<file path="config.mk">
export PLATFORM = sky130hd
export DESIGN_NAME = nearest_display_mode_select_top
export DESIGN_NICKNAME = d
export VERILOG_FILES = /design/src/hdl/nmds_pkg.sv /design/src/hdl/nearest_display_mode_select_top.sv /design/src/hdl/nmds_cfg.sv /design/src/hdl/nmds_score.sv /design/src/hdl/nmds_best.sv
export SDC_FILE = /design/constraint.sdc
export NUM_CORES = 2
export LEC_CHECK = 0
export ABC_AREA = 1
export BUFFER_PORTS_ARGS = -buffer_cell sky130_fd_sc_hd__buf_2
export CAP_MARGIN = 5
export CORE_MARGIN = 2
export CORE_UTILIZATION = 55
export DETAILED_ROUTE_END_ITERATION = 10
export GPL_ROUTABILITY_DRIVEN = 0
export PLACE_DENSITY = 0.74
export SLEW_MARGIN = 30
export SYNTH_ARGS = -nofsm -noshare
export SYNTH_HDL_FRONTEND = slang
export SYNTH_SLANG_ARGS = --single-unit
</file>
<file path="constraint.sdc">
create_clock -name clk -period 21 [get_ports clk]
set_input_delay 1.05 -clock clk [delete_from_list [all_inputs] [get_ports clk]]
set_output_delay 1.05 -clock clk [all_outputs]
set_load 0.005 [all_outputs]
</file>
<file path="src/hdl/nmds_pkg.sv">
// Shared types and constants for the nearest display mode selector.
`timescale 1ns / 1ps
package nmds_pkg;

    localparam int MAX_MODES = 64;
    localparam int POS_W     = (MAX_MODES > 1) ? $clog2(MAX_MODES) : 1;

    localparam int DIM_W     = 16;
    localparam int RATE_W    = 12;
    localparam int INDEX_W   = 6;
    localparam int SCORE_W   = 34;
    localparam int SQ_W      = 2 * DIM_W;

    localparam int APB_ADDR_W = 4;
    localparam int APB_DATA_W = 32;
    localparam int REG_IDX_W  = 2;

    localparam logic [REG_IDX_W-1:0] REG_TARGET_WIDTH   = 2'd0;
    localparam logic [REG_IDX_W-1:0] REG_TARGET_HEIGHT  = 2'd1;
    localparam logic [REG_IDX_W-1:0] REG_TARGET_REFRESH = 2'd2;

    localparam logic [SCORE_W-1:0] SCORE_MAX = {SCORE_W{1'b1}};

    typedef struct packed {
        logic [DIM_W-1:0]  aim_width;
        logic [DIM_W-1:0]  aim_height;
        logic [RATE_W-1:0] aim_refresh;
    } cfg_t;

    typedef struct packed {
        logic [DIM_W-1:0]  width;
        logic [DIM_W-1:0]  height;
        logic [RATE_W-1:0] refresh;
        logic              interlaced;
        logic              last;
    } item_t;

    typedef struct packed {
        logic [DIM_W-1:0]   width;
        logic [DIM_W-1:0]   height;
        logic [RATE_W-1:0]  refresh;
        logic               interlaced;
        logic               last;
        logic [SCORE_W-1:0] score;
    } scored_t;

    typedef struct packed {
        logic               found;
        logic [INDEX_W-1:0] index;
        logic [DIM_W-1:0]   width;
        logic [DIM_W-1:0]   height;
        logic [RATE_W-1:0]  refresh;
        logic [SCORE_W-1:0] score;
    } result_t;

endpackage

</file>
<file path="src/hdl/nearest_display_mode_select_top.sv">
// Top level of the nearest display mode selector: APB targets, mode stream in, winner out.
// Throughput: one mode per clock; a waiting result stalls the stream only when the next
// last mode reaches the best-fit stage before the result is taken.
// The winner shows on m_tvalid once the last mode has passed the input, score and result registers.
// Reset (rst_n, async, low): clears targets, running best, position count and valids.
`timescale 1ns / 1ps
module nearest_display_mode_select_top (
    input  logic                               clk,
    input  logic                               rst_n,
    // APB configuration port
    input  logic                               psel,
    input  logic                               penable,
    input  logic                               pwrite,
    input  logic [nmds_pkg::APB_ADDR_W-1:0]    paddr,
    input  logic [nmds_pkg::APB_DATA_W-1:0]    pwdata,
    output logic [nmds_pkg::APB_DATA_W-1:0]    prdata,
    output logic                               pready,
    // mode stream in
    input  logic                               s_tvalid,
    output logic                               s_tready,
    input  logic [47:0]                        s_tdata,  // mode_width, mode_height, mode_refresh, zero pad
    input  logic                               s_tuser,  // is_interlaced
    input  logic                               s_tlast,  // last_mode
    // winner out
    output logic                               m_tvalid,
    input  logic                               m_tready,
    output logic [87:0]                        m_tdata,  // best_index, best_width, best_height,
                                                         // best_refresh, fit score, zero pad
    output logic                               m_tuser   // found
);

    nmds_pkg::cfg_t       cfg;
    nmds_pkg::item_t      in_item;
    nmds_pkg::scored_t    sc_item;
    nmds_pkg::result_t    res;
    logic                 sc_valid;
    logic                 sc_advance;

    // Register file; the user must change targets only while the stream is idle; the block does not enforce this.
    nmds_cfg u_cfg (
        .clk     (clk),
        .rst_n   (rst_n),
        .psel    (psel),
        .penable (penable),
        .pwrite  (pwrite),
        .paddr   (paddr),
        .pwdata  (pwdata),
        .prdata  (prdata),
        .pready  (pready),
        .cfg     (cfg)
    );

    // Unpack the inbound transaction.
    assign in_item.width      = s_tdata[15:0];
    assign in_item.height     = s_tdata[31:16];
    assign in_item.refresh    = s_tdata[43:32];
    assign in_item.interlaced = s_tuser;
    assign in_item.last       = s_tlast;

    // Input register, then the score register.
    nmds_score u_score (
        .clk        (clk),
        .rst_n      (rst_n),
        .cfg        (cfg),
        .in_valid   (s_tvalid),
        .in_ready   (s_tready),
        .in_item    (in_item),
        .sc_valid   (sc_valid),
        .sc_advance (sc_advance),
        .sc_item    (sc_item)
    );

    // Compare against the running best; emit and clear on the last mode.
    nmds_best u_best (
        .clk        (clk),
        .rst_n      (rst_n),
        .sc_valid   (sc_valid),
        .sc_advance (sc_advance),
        .sc_item    (sc_item),
        .res_valid  (m_tvalid),
        .res_ready  (m_tready),
        .res        (res)
    );

    // Pack the outbound transaction, lowest field first.
    assign m_tdata = {4'b0, res.score, res.refresh, res.height, res.width, res.index};
    assign m_tuser = res.found;

endmodule

</file>
<file path="src/hdl/nmds_cfg.sv">
// APB register file holding the target width, height and refresh.
`timescale 1ns / 1ps
module nmds_cfg (
    input  logic                               clk,
    input  logic                               rst_n,
    input  logic                               psel,
    input  logic                               penable,
    input  logic                               pwrite,
    input  logic [nmds_pkg::APB_ADDR_W-1:0]    paddr,
    input  logic [nmds_pkg::APB_DATA_W-1:0]    pwdata,
    output logic [nmds_pkg::APB_DATA_W-1:0]    prdata,
    output logic                               pready,
    output nmds_pkg::cfg_t                     cfg
);

    nmds_pkg::cfg_t                   cfg_reg;
    nmds_pkg::cfg_t                   cfg_next;
    logic [nmds_pkg::REG_IDX_W-1:0]   reg_idx;
    logic                             wr_en;

    assign reg_idx = paddr[nmds_pkg::APB_ADDR_W-1:2];
    assign pready  = 1'b1;
    assign wr_en   = psel && penable && pwrite;

    always_comb
    begin
        cfg_next = cfg_reg;
        if (wr_en)
        begin
            case (reg_idx)
                nmds_pkg::REG_TARGET_WIDTH:
                    cfg_next.aim_width = pwdata[nmds_pkg::DIM_W-1:0];
                nmds_pkg::REG_TARGET_HEIGHT:
                    cfg_next.aim_height = pwdata[nmds_pkg::DIM_W-1:0];
                nmds_pkg::REG_TARGET_REFRESH:
                    cfg_next.aim_refresh = pwdata[nmds_pkg::RATE_W-1:0];
                default:
                    cfg_next = cfg_reg;
            endcase
        end
    end

    always_comb
    begin
        case (reg_idx)
            nmds_pkg::REG_TARGET_WIDTH:
                prdata = nmds_pkg::APB_DATA_W'(cfg_reg.aim_width);
            nmds_pkg::REG_TARGET_HEIGHT:
                prdata = nmds_pkg::APB_DATA_W'(cfg_reg.aim_height);
            nmds_pkg::REG_TARGET_REFRESH:
                prdata = nmds_pkg::APB_DATA_W'(cfg_reg.aim_refresh);
            default:
                prdata = '0;
        endcase
    end

    always_ff @(posedge clk or negedge rst_n)
    begin
        if (!rst_n)
        begin
            cfg_reg <= '0;
        end
        else
        begin
            cfg_reg <= cfg_next;
        end
    end

    assign cfg = cfg_reg;

endmodule

</file>
<file path="src/hdl/nmds_score.sv">
// Input register and score stage: squared size errors plus weighted refresh error (only if target refresh is nonzero).
`timescale 1ns / 1ps
module nmds_score (
    input  logic                 clk,
    input  logic                 rst_n,
    input  nmds_pkg::cfg_t       cfg,
    input  logic                 in_valid,
    output logic                 in_ready,
    input  nmds_pkg::item_t      in_item,
    output logic                 sc_valid,
    input  logic                 sc_advance,
    output nmds_pkg::scored_t    sc_item
);

    logic                                a_valid_reg;
    logic                                a_valid_next;
    nmds_pkg::item_t                     a_item_reg;
    logic                                b_valid_reg;
    logic                                b_valid_next;
    nmds_pkg::scored_t                   b_item_reg;
    nmds_pkg::scored_t                   b_item_next;
    logic                                b_take;
    logic                                a_load;
    logic [nmds_pkg::DIM_W-1:0]          dw;
    logic [nmds_pkg::DIM_W-1:0]          dh;
    logic [nmds_pkg::RATE_W-1:0]         dr;
    logic [nmds_pkg::SQ_W-1:0]           dw_sq;
    logic [nmds_pkg::SQ_W-1:0]           dh_sq;
    logic [nmds_pkg::RATE_W+6:0]         dr_x100;
    logic [nmds_pkg::SCORE_W-1:0]        score;

    // Stage B takes a new item when empty or when the best stage consumes it.
    assign b_take   = !b_valid_reg || sc_advance;
    assign in_ready = !a_valid_reg || b_take;
    assign a_load   = in_valid && in_ready;

    assign a_valid_next = a_load ? 1'b1 : (b_take ? 1'b0 : a_valid_reg);
    assign b_valid_next = b_take ? a_valid_reg : b_valid_reg;

    always_comb
    begin
        dw = (a_item_reg.width > cfg.aim_width) ?
             a_item_reg.width - cfg.aim_width : cfg.aim_width - a_item_reg.width;
        dh = (a_item_reg.height > cfg.aim_height) ?
             a_item_reg.height - cfg.aim_height : cfg.aim_height - a_item_reg.height;
        dr = (a_item_reg.refresh > cfg.aim_refresh) ?
             a_item_reg.refresh - cfg.aim_refresh :
             cfg.aim_refresh - a_item_reg.refresh;
        dw_sq = nmds_pkg::SQ_W'(dw) * nmds_pkg::SQ_W'(dw);
        dh_sq = nmds_pkg::SQ_W'(dh) * nmds_pkg::SQ_W'(dh);
        // 100 = 64 + 32 + 4
        dr_x100 = ({1'b0, dr, 6'b0} + {2'b0, dr, 5'b0}) + {5'b0, dr, 2'b0};
        score = nmds_pkg::SCORE_W'(dw_sq) + nmds_pkg::SCORE_W'(dh_sq);
        if (cfg.aim_refresh != '0)
        begin
            score = score + nmds_pkg::SCORE_W'(dr_x100);
        end
        b_item_next.width      = a_item_reg.width;
        b_item_next.height     = a_item_reg.height;
        b_item_next.refresh    = a_item_reg.refresh;
        b_item_next.interlaced = a_item_reg.interlaced;
        b_item_next.last       = a_item_reg.last;
        b_item_next.score      = score;
    end

    always_ff @(posedge clk or negedge rst_n)
    begin
        if (!rst_n)
        begin
            a_valid_reg <= 1'b0;
            b_valid_reg <= 1'b0;
        end
        else
        begin
            a_valid_reg <= a_valid_next;
            b_valid_reg <= b_valid_next;
        end
    end

    always_ff @(posedge clk)
    begin
        if (a_load)
        begin
            a_item_reg <= in_item;
        end
        if (b_take)
        begin
            b_item_reg <= b_item_next;
        end
    end

    assign sc_valid = b_valid_reg;
    assign sc_item  = b_item_reg;

endmodule

</file>
<file path="src/hdl/nmds_best.sv">
// Running best-fit tracker and result register.
`timescale 1ns / 1ps
module nmds_best (
    input  logic                 clk,
    input  logic                 rst_n,
    input  logic                 sc_valid,
    output logic                 sc_advance,
    input  nmds_pkg::scored_t    sc_item,
    output logic                 res_valid,
    input  logic                 res_ready,
    output nmds_pkg::result_t    res
);

    logic                                have_best_reg;
    logic [nmds_pkg::SCORE_W-1:0]        lowest_score_reg;
    logic [nmds_pkg::INDEX_W-1:0]        chosen_index_reg;
    logic [nmds_pkg::DIM_W-1:0]          chosen_width_reg;
    logic [nmds_pkg::DIM_W-1:0]          chosen_height_reg;
    logic [nmds_pkg::RATE_W-1:0]         chosen_refresh_reg;
    logic [nmds_pkg::POS_W-1:0]          pos_reg;
    logic [nmds_pkg::POS_W-1:0]          pos_next;
    logic                                better;
    logic                                fire;
    logic                                out_valid_reg;
    nmds_pkg::result_t                   out_reg;
    nmds_pkg::result_t                   out_next;
    logic                                have_upd;
    logic [nmds_pkg::SCORE_W-1:0]        score_upd;
    logic [nmds_pkg::INDEX_W-1:0]        index_upd;
    logic [nmds_pkg::DIM_W-1:0]          width_upd;
    logic [nmds_pkg::DIM_W-1:0]          height_upd;
    logic [nmds_pkg::RATE_W-1:0]         refresh_upd;

    // Hold a last item while the result register is full and not draining.
    assign fire = sc_valid && (!sc_item.last || !out_valid_reg || res_ready);
    assign sc_advance = !sc_valid || fire;

    assign better = !sc_item.interlaced &&
                    ((sc_item.score < lowest_score_reg) ||
                     ((sc_item.score == lowest_score_reg) && have_best_reg &&
                      (sc_item.refresh > chosen_refresh_reg)));

    assign pos_next = (pos_reg == nmds_pkg::POS_W'(nmds_pkg::MAX_MODES - 1)) ?
                      '0 : pos_reg + 1'b1;

    always_comb
    begin
        have_upd    = better ? 1'b1 : have_best_reg;
        score_upd   = better ? sc_item.score : lowest_score_reg;
        index_upd   = better ? nmds_pkg::INDEX_W'(pos_reg) : chosen_index_reg;
        width_upd   = better ? sc_item.width : chosen_width_reg;
        height_upd  = better ? sc_item.height : chosen_height_reg;
        refresh_upd = better ? sc_item.refresh : chosen_refresh_reg;
        out_next    = '0;
        if (have_upd)
        begin
            out_next.found   = 1'b1;
            out_next.index   = index_upd;
            out_next.width   = width_upd;
            out_next.height  = height_upd;
            out_next.refresh = refresh_upd;
            out_next.score   = score_upd;
        end
    end

    always_ff @(posedge clk or negedge rst_n)
    begin
        if (!rst_n)
        begin
            have_best_reg      <= 1'b0;
            lowest_score_reg   <= nmds_pkg::SCORE_MAX;
            chosen_index_reg   <= '0;
            chosen_width_reg   <= '0;
            chosen_height_reg  <= '0;
            chosen_refresh_reg <= '0;
            pos_reg            <= '0;
            out_valid_reg      <= 1'b0;
        end
        else
        begin
            if (fire && sc_item.last)
            begin
                have_best_reg      <= 1'b0;
                lowest_score_reg   <= nmds_pkg::SCORE_MAX;
                chosen_index_reg   <= '0;
                chosen_width_reg   <= '0;
                chosen_height_reg  <= '0;
                chosen_refresh_reg <= '0;
                pos_reg            <= '0;
            end
            else if (fire)
            begin
                have_best_reg      <= have_upd;
                lowest_score_reg   <= score_upd;
                chosen_index_reg   <= index_upd;
                chosen_width_reg   <= width_upd;
                chosen_height_reg  <= height_upd;
                chosen_refresh_reg <= refresh_upd;
                pos_reg            <= pos_next;
            end
            if (fire && sc_item.last)
            begin
                out_valid_reg <= 1'b1;
            end
            else if (res_ready)
            begin
                out_valid_reg <= 1'b0;
            end
        end
    end

    always_ff @(posedge clk)
    begin
        if (fire && sc_item.last)
        begin
            out_reg <= out_next;
        end
    end

    assign res_valid = out_valid_reg;
    assign res       = out_reg;

`ifndef SYNTHESIS
    a_clear_after_result: assert property (@(posedge clk) disable iff (!rst_n)
        (fire && sc_item.last) |=> (!have_best_reg && pos_reg == '0))
        else $error("best-fit state not cleared after a result");

    a_not_found_zero: assert property (@(posedge clk) disable iff (!rst_n)
        (out_valid_reg && !out_reg.found) |-> (out_reg.score == '0 && out_reg.index == '0))
        else $error("empty result carries nonzero fields");

    a_best_below_max: assert property (@(posedge clk) disable iff (!rst_n)
        have_best_reg |-> (lowest_score_reg != nmds_pkg::SCORE_MAX))
        else $error("held best score equals the empty marker");

    a_no_overwrite: assert property (@(posedge clk) disable iff (!rst_n)
        (out_valid_reg && !res_ready) |-> !(fire && sc_item.last))
        else $error("pending result overwritten");
`endif

endmodule
</file>
Word level (Yosys, flattened, before mapping)
Cells that the tools add are included.
- input port bits: 93
- output and inout bits: 124
- word-level logic and storage cells: 110
- bits in registers: 349
- magnitude comparators: 5
- mux-type cells: 31
- eq/ne operators: 4
- add/sub/neg operators: 11
- multiply operators: 2
- reduce and logical (&&, ||, !) cells: 27
- operators by type and width (cell ; count):
    $mux 34 ; 4
    $mux 16 ; 8
    $mux 85 ; 1
    $mul 16x16->32 ; 2
    $sub 16x16->16 ; 4
    $mux 12 ; 4
    $pmux 16 s3 ; 1
    $mux 6 ; 6
    $add 34x19->34 ; 1
    $eq 34x34->1 ; 1
    $lt 34x34->1 ; 1
    $add 32x32->33 ; 1
    $gt 16x16->1 ; 2
    $gt 12x12->1 ; 2
    $sub 12x12->12 ; 2
    $add 18x17->19 ; 1
    $add 19x14->19 ; 1
    $reduce_bool 12->1 ; 1
    $logic_and 1x1->1 ; 8
    $mux 1 ; 7
    $add 6x1->6 const B ; 1
    $eq 6x6->1 const B ; 1
    $logic_or 1x1->1 ; 6
    $reduce_and 2->1 ; 3
    5 further kinds ; 11

Logic depth before layout (Yosys ltp)
- depth in word-level cells: 9
- depth in mapped cells: 56
- gate-level depth less buffers: 55

Hierarchy
From an unflattened synthesis, not the netlist that was laid out.
- cell total of the unflattened synthesis: 4450
- area, all modules: 37242.0 um^2
- by module, submodules not included (module ; area each (um^2) ; seq. area each (um^2) ; cells an instance ; instances):
    nmds_score ; 25677.1 ; 3833.7 ; 3042 ; 1
    nmds_best ; 9375.2 ; 4897.2 ; 1121 ; 1
    nmds_cfg ; 2155.8 ; 1101.1 ; 282 ; 1
    nearest_display_mode_select_top ; 33.8 ; 0.0 ; 5 ; 1

Least setup slack after synthesis
OpenSTA, ideal clock, no wires.
- path kind: register to register
- start: register u_score.a_item_reg[30] (netlist bit)
- end: register u_score.b_item_reg, in the netlist u_score.sc_item[25], data pin
- clock period less this slack: 10.206 ns
- arrival: 9.944 ns
- path slack: 10.794 ns
- library setup time: 0.262 ns
- stages on the path, launching flop included: 52
- data required time: 20.738 ns
- buffers on the path: 2
- path through: edfxtp_1 inv_1 ha_1 inv_1 fa_1 nand2_1 inv_1 o21ai_1 nand2_1 a21oi_2 o21ai_2 nand2_1 nand2_1 nand2_4 inv_2 buf_6 nand2_1 nand2_1 (+16 left out) o21ai_0 inv_1 nand3_1 xnor2_1 fa_1 fa_1 inv_1 ha_1 a21oi_1 o21a_1 inv_1 a21oi_1 nand2_1 nand3_1 nand2_1 nand2_1 nor2_2 xor2_1
- longest elaborated chain between the ends: 6
- elaborated cells between the ends (all ways): 8
- classes of those cells: add/sub (4); mul (1); order compare (1); mux (2)
- RTL lines (element ; line ; source):
    start: declaration ; nmds_score.sv:17 ; nmds_pkg::item_t a_item_reg;
    start signal: assignment ; nmds_score.sv:84 ; a_item_reg <= in_item;
    $sub 16x16->16 or $gt 16x16->1 (tied branches) ; nmds_score.sv:43, nmds_score.sv:42 ;
    $mux 16 * ; nmds_score.sv:42 ; dw = (a_item_reg.width > cfg.aim_width) ?
    $mul 16x16->32 * ; nmds_score.sv:49 ; dw_sq = nmds_pkg::SQ_W'(dw) * nmds_pkg::SQ_W'(dw);
    $add 32x32->33 * ; nmds_score.sv:53 ; score = nmds_pkg::SCORE_W'(dw_sq) + nmds_pkg::SCORE_W'(dh_sq);
    $add 34x19->34 ; nmds_score.sv:56 ; score = score + nmds_pkg::SCORE_W'(dr_x100);
    $mux 34 * ; nmds_score.sv:54 ; if (cfg.aim_refresh != '0)
    named net u_score.score (one bit) ; nmds_score.sv:30 ; logic [nmds_pkg::SCORE_W-1:0] score;
    end signal: assignment ; nmds_score.sv:88 ; b_item_reg <= b_item_next;
    end: declaration ; nmds_score.sv:20 ; nmds_pkg::scored_t b_item_reg;
Mark *: on every way through the listed nets, which the timed path passes. The rest lies on a longest branch.
A chain may end at the register's enable or synchronous reset.

Final worst setup path
- start: register u_score.a_item_reg[30] (netlist bit)
- end: register u_score.b_item_reg, in the netlist u_score.sc_item[28], data pin
Same word-level chain as after synthesis.

==> key figures <==
Detailed routing
  • DRT Pass-1 Iters: 6
  • Final wirelength: 88.7 mm
  • Avg Vias per Cell: 5.36
  • Iteration-0 DRC Markers: 2355
  • Drt wl/cell: 16.8 um
  • DR vias: 28300
  • Antenna-violating nets left: 0
  • # DRC: 0

Worst setup path
  • Worst Setup Path Type: flop to flop
  • Worst-path fanout max: 18
  • Slowest CP cell: fa_1
  • Startpoint types: flop
  • Worst path max stage delay: 550 ps
  • Crit path DAT: 12510 ps
  • Crit end category: flop
  • CP Data Required Time: 21300 ps

Hold path
  • Hold Crit Class: flop to flop

Floorplanning
  • Die H: 262 um
  • FP Rows: 94
  • Initial Utilization: 0.557
  • Die Footprint: 68700 um2
  • Chip width: 262 um
  • Core area: 65900 um2
  • I/O Pins: 217

Clock tree
  • Post_cts resized: 0
  • Root buf cell: clkbuf_16
  • Num CTS Buffers: 37
  • Sink Count: 349
  • H-tree depth: 2
  • CTS tree: built
  • Post-CTS Setup Bufs: 0
  • # hold bufs at CTS: 0
  • Maximum root-to-sink buffer count: 3
  • Clock latency on the worst-skew pair: 560 ps
  • Worst-path clk slew: 60 ps

Layout
  • Share of cells above drive strength 1: 0.0793
  • Commonest non-fill, non-tap cell in the layout: inv_1
  • Fillers: 5760
  • Area grow syn2layout: 7.03%
  • Post-route cell area: 39200 um2
  • Layout Cells excl Fill: 5277
  • Final #Nets: 5244
  • Commonest cells after routing, fill and taps aside: inv_1 (985), nand2_1 (710), fa_1 (413)
  • N_diodes: 0
  • Largest register FFs: 85

Run status
  • Status: finished clean

Global route
  • Vias in the first global route: 28800
  • Initial antenna violation count: 0
  • Grt total ovfl: 0
  • Largest net degree at the start of global routing: 92
  • All-Layer GR Usage: 0.270
  • First-pass GRT wire length: 148 mm

Synthesis
  • Synth Flop Type: edfxtp_1
  • Flops & latches, synth: 349
  • Seq/Total Area, Yosys: 0.268
  • Yosys cell types: 55
  • Post-synthesis cell count: 4278
  • Syn avg cell area: 8.57 um2
  • Synth Warn #: 0
  • Asr flop ratio synth: 0.395
  • Mapped Area: 36700 um2
  • EDFF count, synth: 211

Timing
  • Hold slack: 427 ps
  • Normalized max-slew margin: 0.298
  • Setup-failing EPs final: 0
  • Worst slew pin tran: 1050 ps
  • FMAX: 0.0819 GHz
  • RSZ-0062 raised after global routing: no
  • Fin crit share: 0.582
  • Final Slew Violations: 0
  • Setup TNS: 0 ps
  • Final hold vios: 0
  • Min Tclk post-route: 12220 ps
  • Clk_skew: 26.5 ps

Placement
  • I/O Buffers: 173
  • Post-placement cell area: 38100 um2
  • DP Wirelength: 71.5 mm
  • Placed cells: 5209

Run
  • # Max-Cap Violations: 0
==> cells in the mapped netlist, types with 2 or more instances <==
cell type  number  share of area
edfxtp_1      211           0.17
a21boi_0        2        0.00041
o2111ai_1       4        0.00096
nand3b_1       47         0.0096
dfrtp_1       104          0.071
nand2_1       715          0.073
xor2_1         59          0.014
a21oi_2         2        0.00048
a21oi_1       191          0.026
a221oi_1        2        0.00048
clkbuf_2        2        0.00027
o21ai_0       217          0.030
buf_1           7        0.00072
conb_1          2        0.00020
buf_2          41         0.0056
dfstp_2        34          0.024
o221ai_1       15         0.0036
xnor2_1        28         0.0067
xor2_2          7         0.0031
buf_4          34         0.0070
nor2_1        360          0.037
o22ai_1         4        0.00068
o211ai_1        8         0.0016
nand2_2        11         0.0019
clkbuf_1       52         0.0053
o21a_1          4        0.00082
a21o_1          8         0.0016
nor2_2         20         0.0034
o21bai_1       12         0.0025
buf_6           5         0.0015
ha_1          353           0.12
o21ai_1        13         0.0018
nor4_1          3        0.00051
nor3_1         24         0.0033
nand4_1        23         0.0039
o21ai_2         8         0.0019
inv_1         987           0.10
inv_2          11         0.0011
nand3_1       218          0.030
a31oi_1         3        0.00051
fa_1          413           0.23
==> metal layers <==
metal | GRT usage | share of wire | vias up
met5 | 0 | 0 | -
li1 | - | - | 13500
met4 | 0.0780 | 0.029 | 0
met2 | 0.446 | 0.47 | 923
met3 | 0.0387 | 0.068 | 153
met1 | 0.372 | 0.43 | 13700
==> critical path, delay by kind of cell, from the launching register on <==
kind / cells / cell delay (ps)
AOI/OAI and AO/OA: 7 / 1380
xor gates and xnor gates: 2 / 650
adders and majority gates: 14 / 6240
buffers and inverters: 11 / 1170
DFF: 1 / 480
and+or+nand+nor: 14 / 2010
==> worst paths after layout <==
check,from,endpoint,slack (ps),cells past startpoint
max in group asynchronous,rst_n,u_best.have_best_reg,19180,2
worst min-delay path,u_score.a_item_reg[1],u_score.sc_item[35],430,0
worst max register to register,u_score.a_item_reg[30],u_score.sc_item[28],8780,48
worst min register to register,u_score.a_item_reg[1],u_score.sc_item[35],430,0
worst max-delay path,u_score.a_item_reg[30],u_score.sc_item[28],8780,48
min in group asynchronous,rst_n,u_best.chosen_refresh_reg[7],530,1
==> area by class of cell <==
class	instances	area [um2]	area share
clock inverter	18	123	0.00312
inverter	999	3750	0.0956
timing repair buffer	190	1020	0.0259
multi-input combinational	2808	22500	0.572
sequential	349	9830	0.251
clock buffer	49	981	0.0250
tap	864	1080	0.0275
==> metrics by stage <==
| stage | utilization | worst slack (ps) |
|---|---|---|
| 5_1_grt | 0.596 | 8050 |
| 3_3_place_gp | 0.578 | 9070 |
| 3_5_place_dp | 0.578 | 8910 |
| 6_report | 0.596 | 8780 |
| 2_1_floorplan | - | 10790 |
| 4_1_cts | 0.595 | 8870 |
==> kinds of logic after synthesis <==
logic type / synth area share
and+or+nand+nor: 0.164
AOI/OAI and AO/OA: 0.0739
buffers and inverters: 0.123
DFF: 0.268
other: 0.000205
xor gates and xnor gates: 0.0246
muxes: 0.000580
adders and majority gates: 0.346
Power is left out: the tool's default activity adds up to more than one toggle a clock period on the data nets, which glitch-free logic cannot reach.
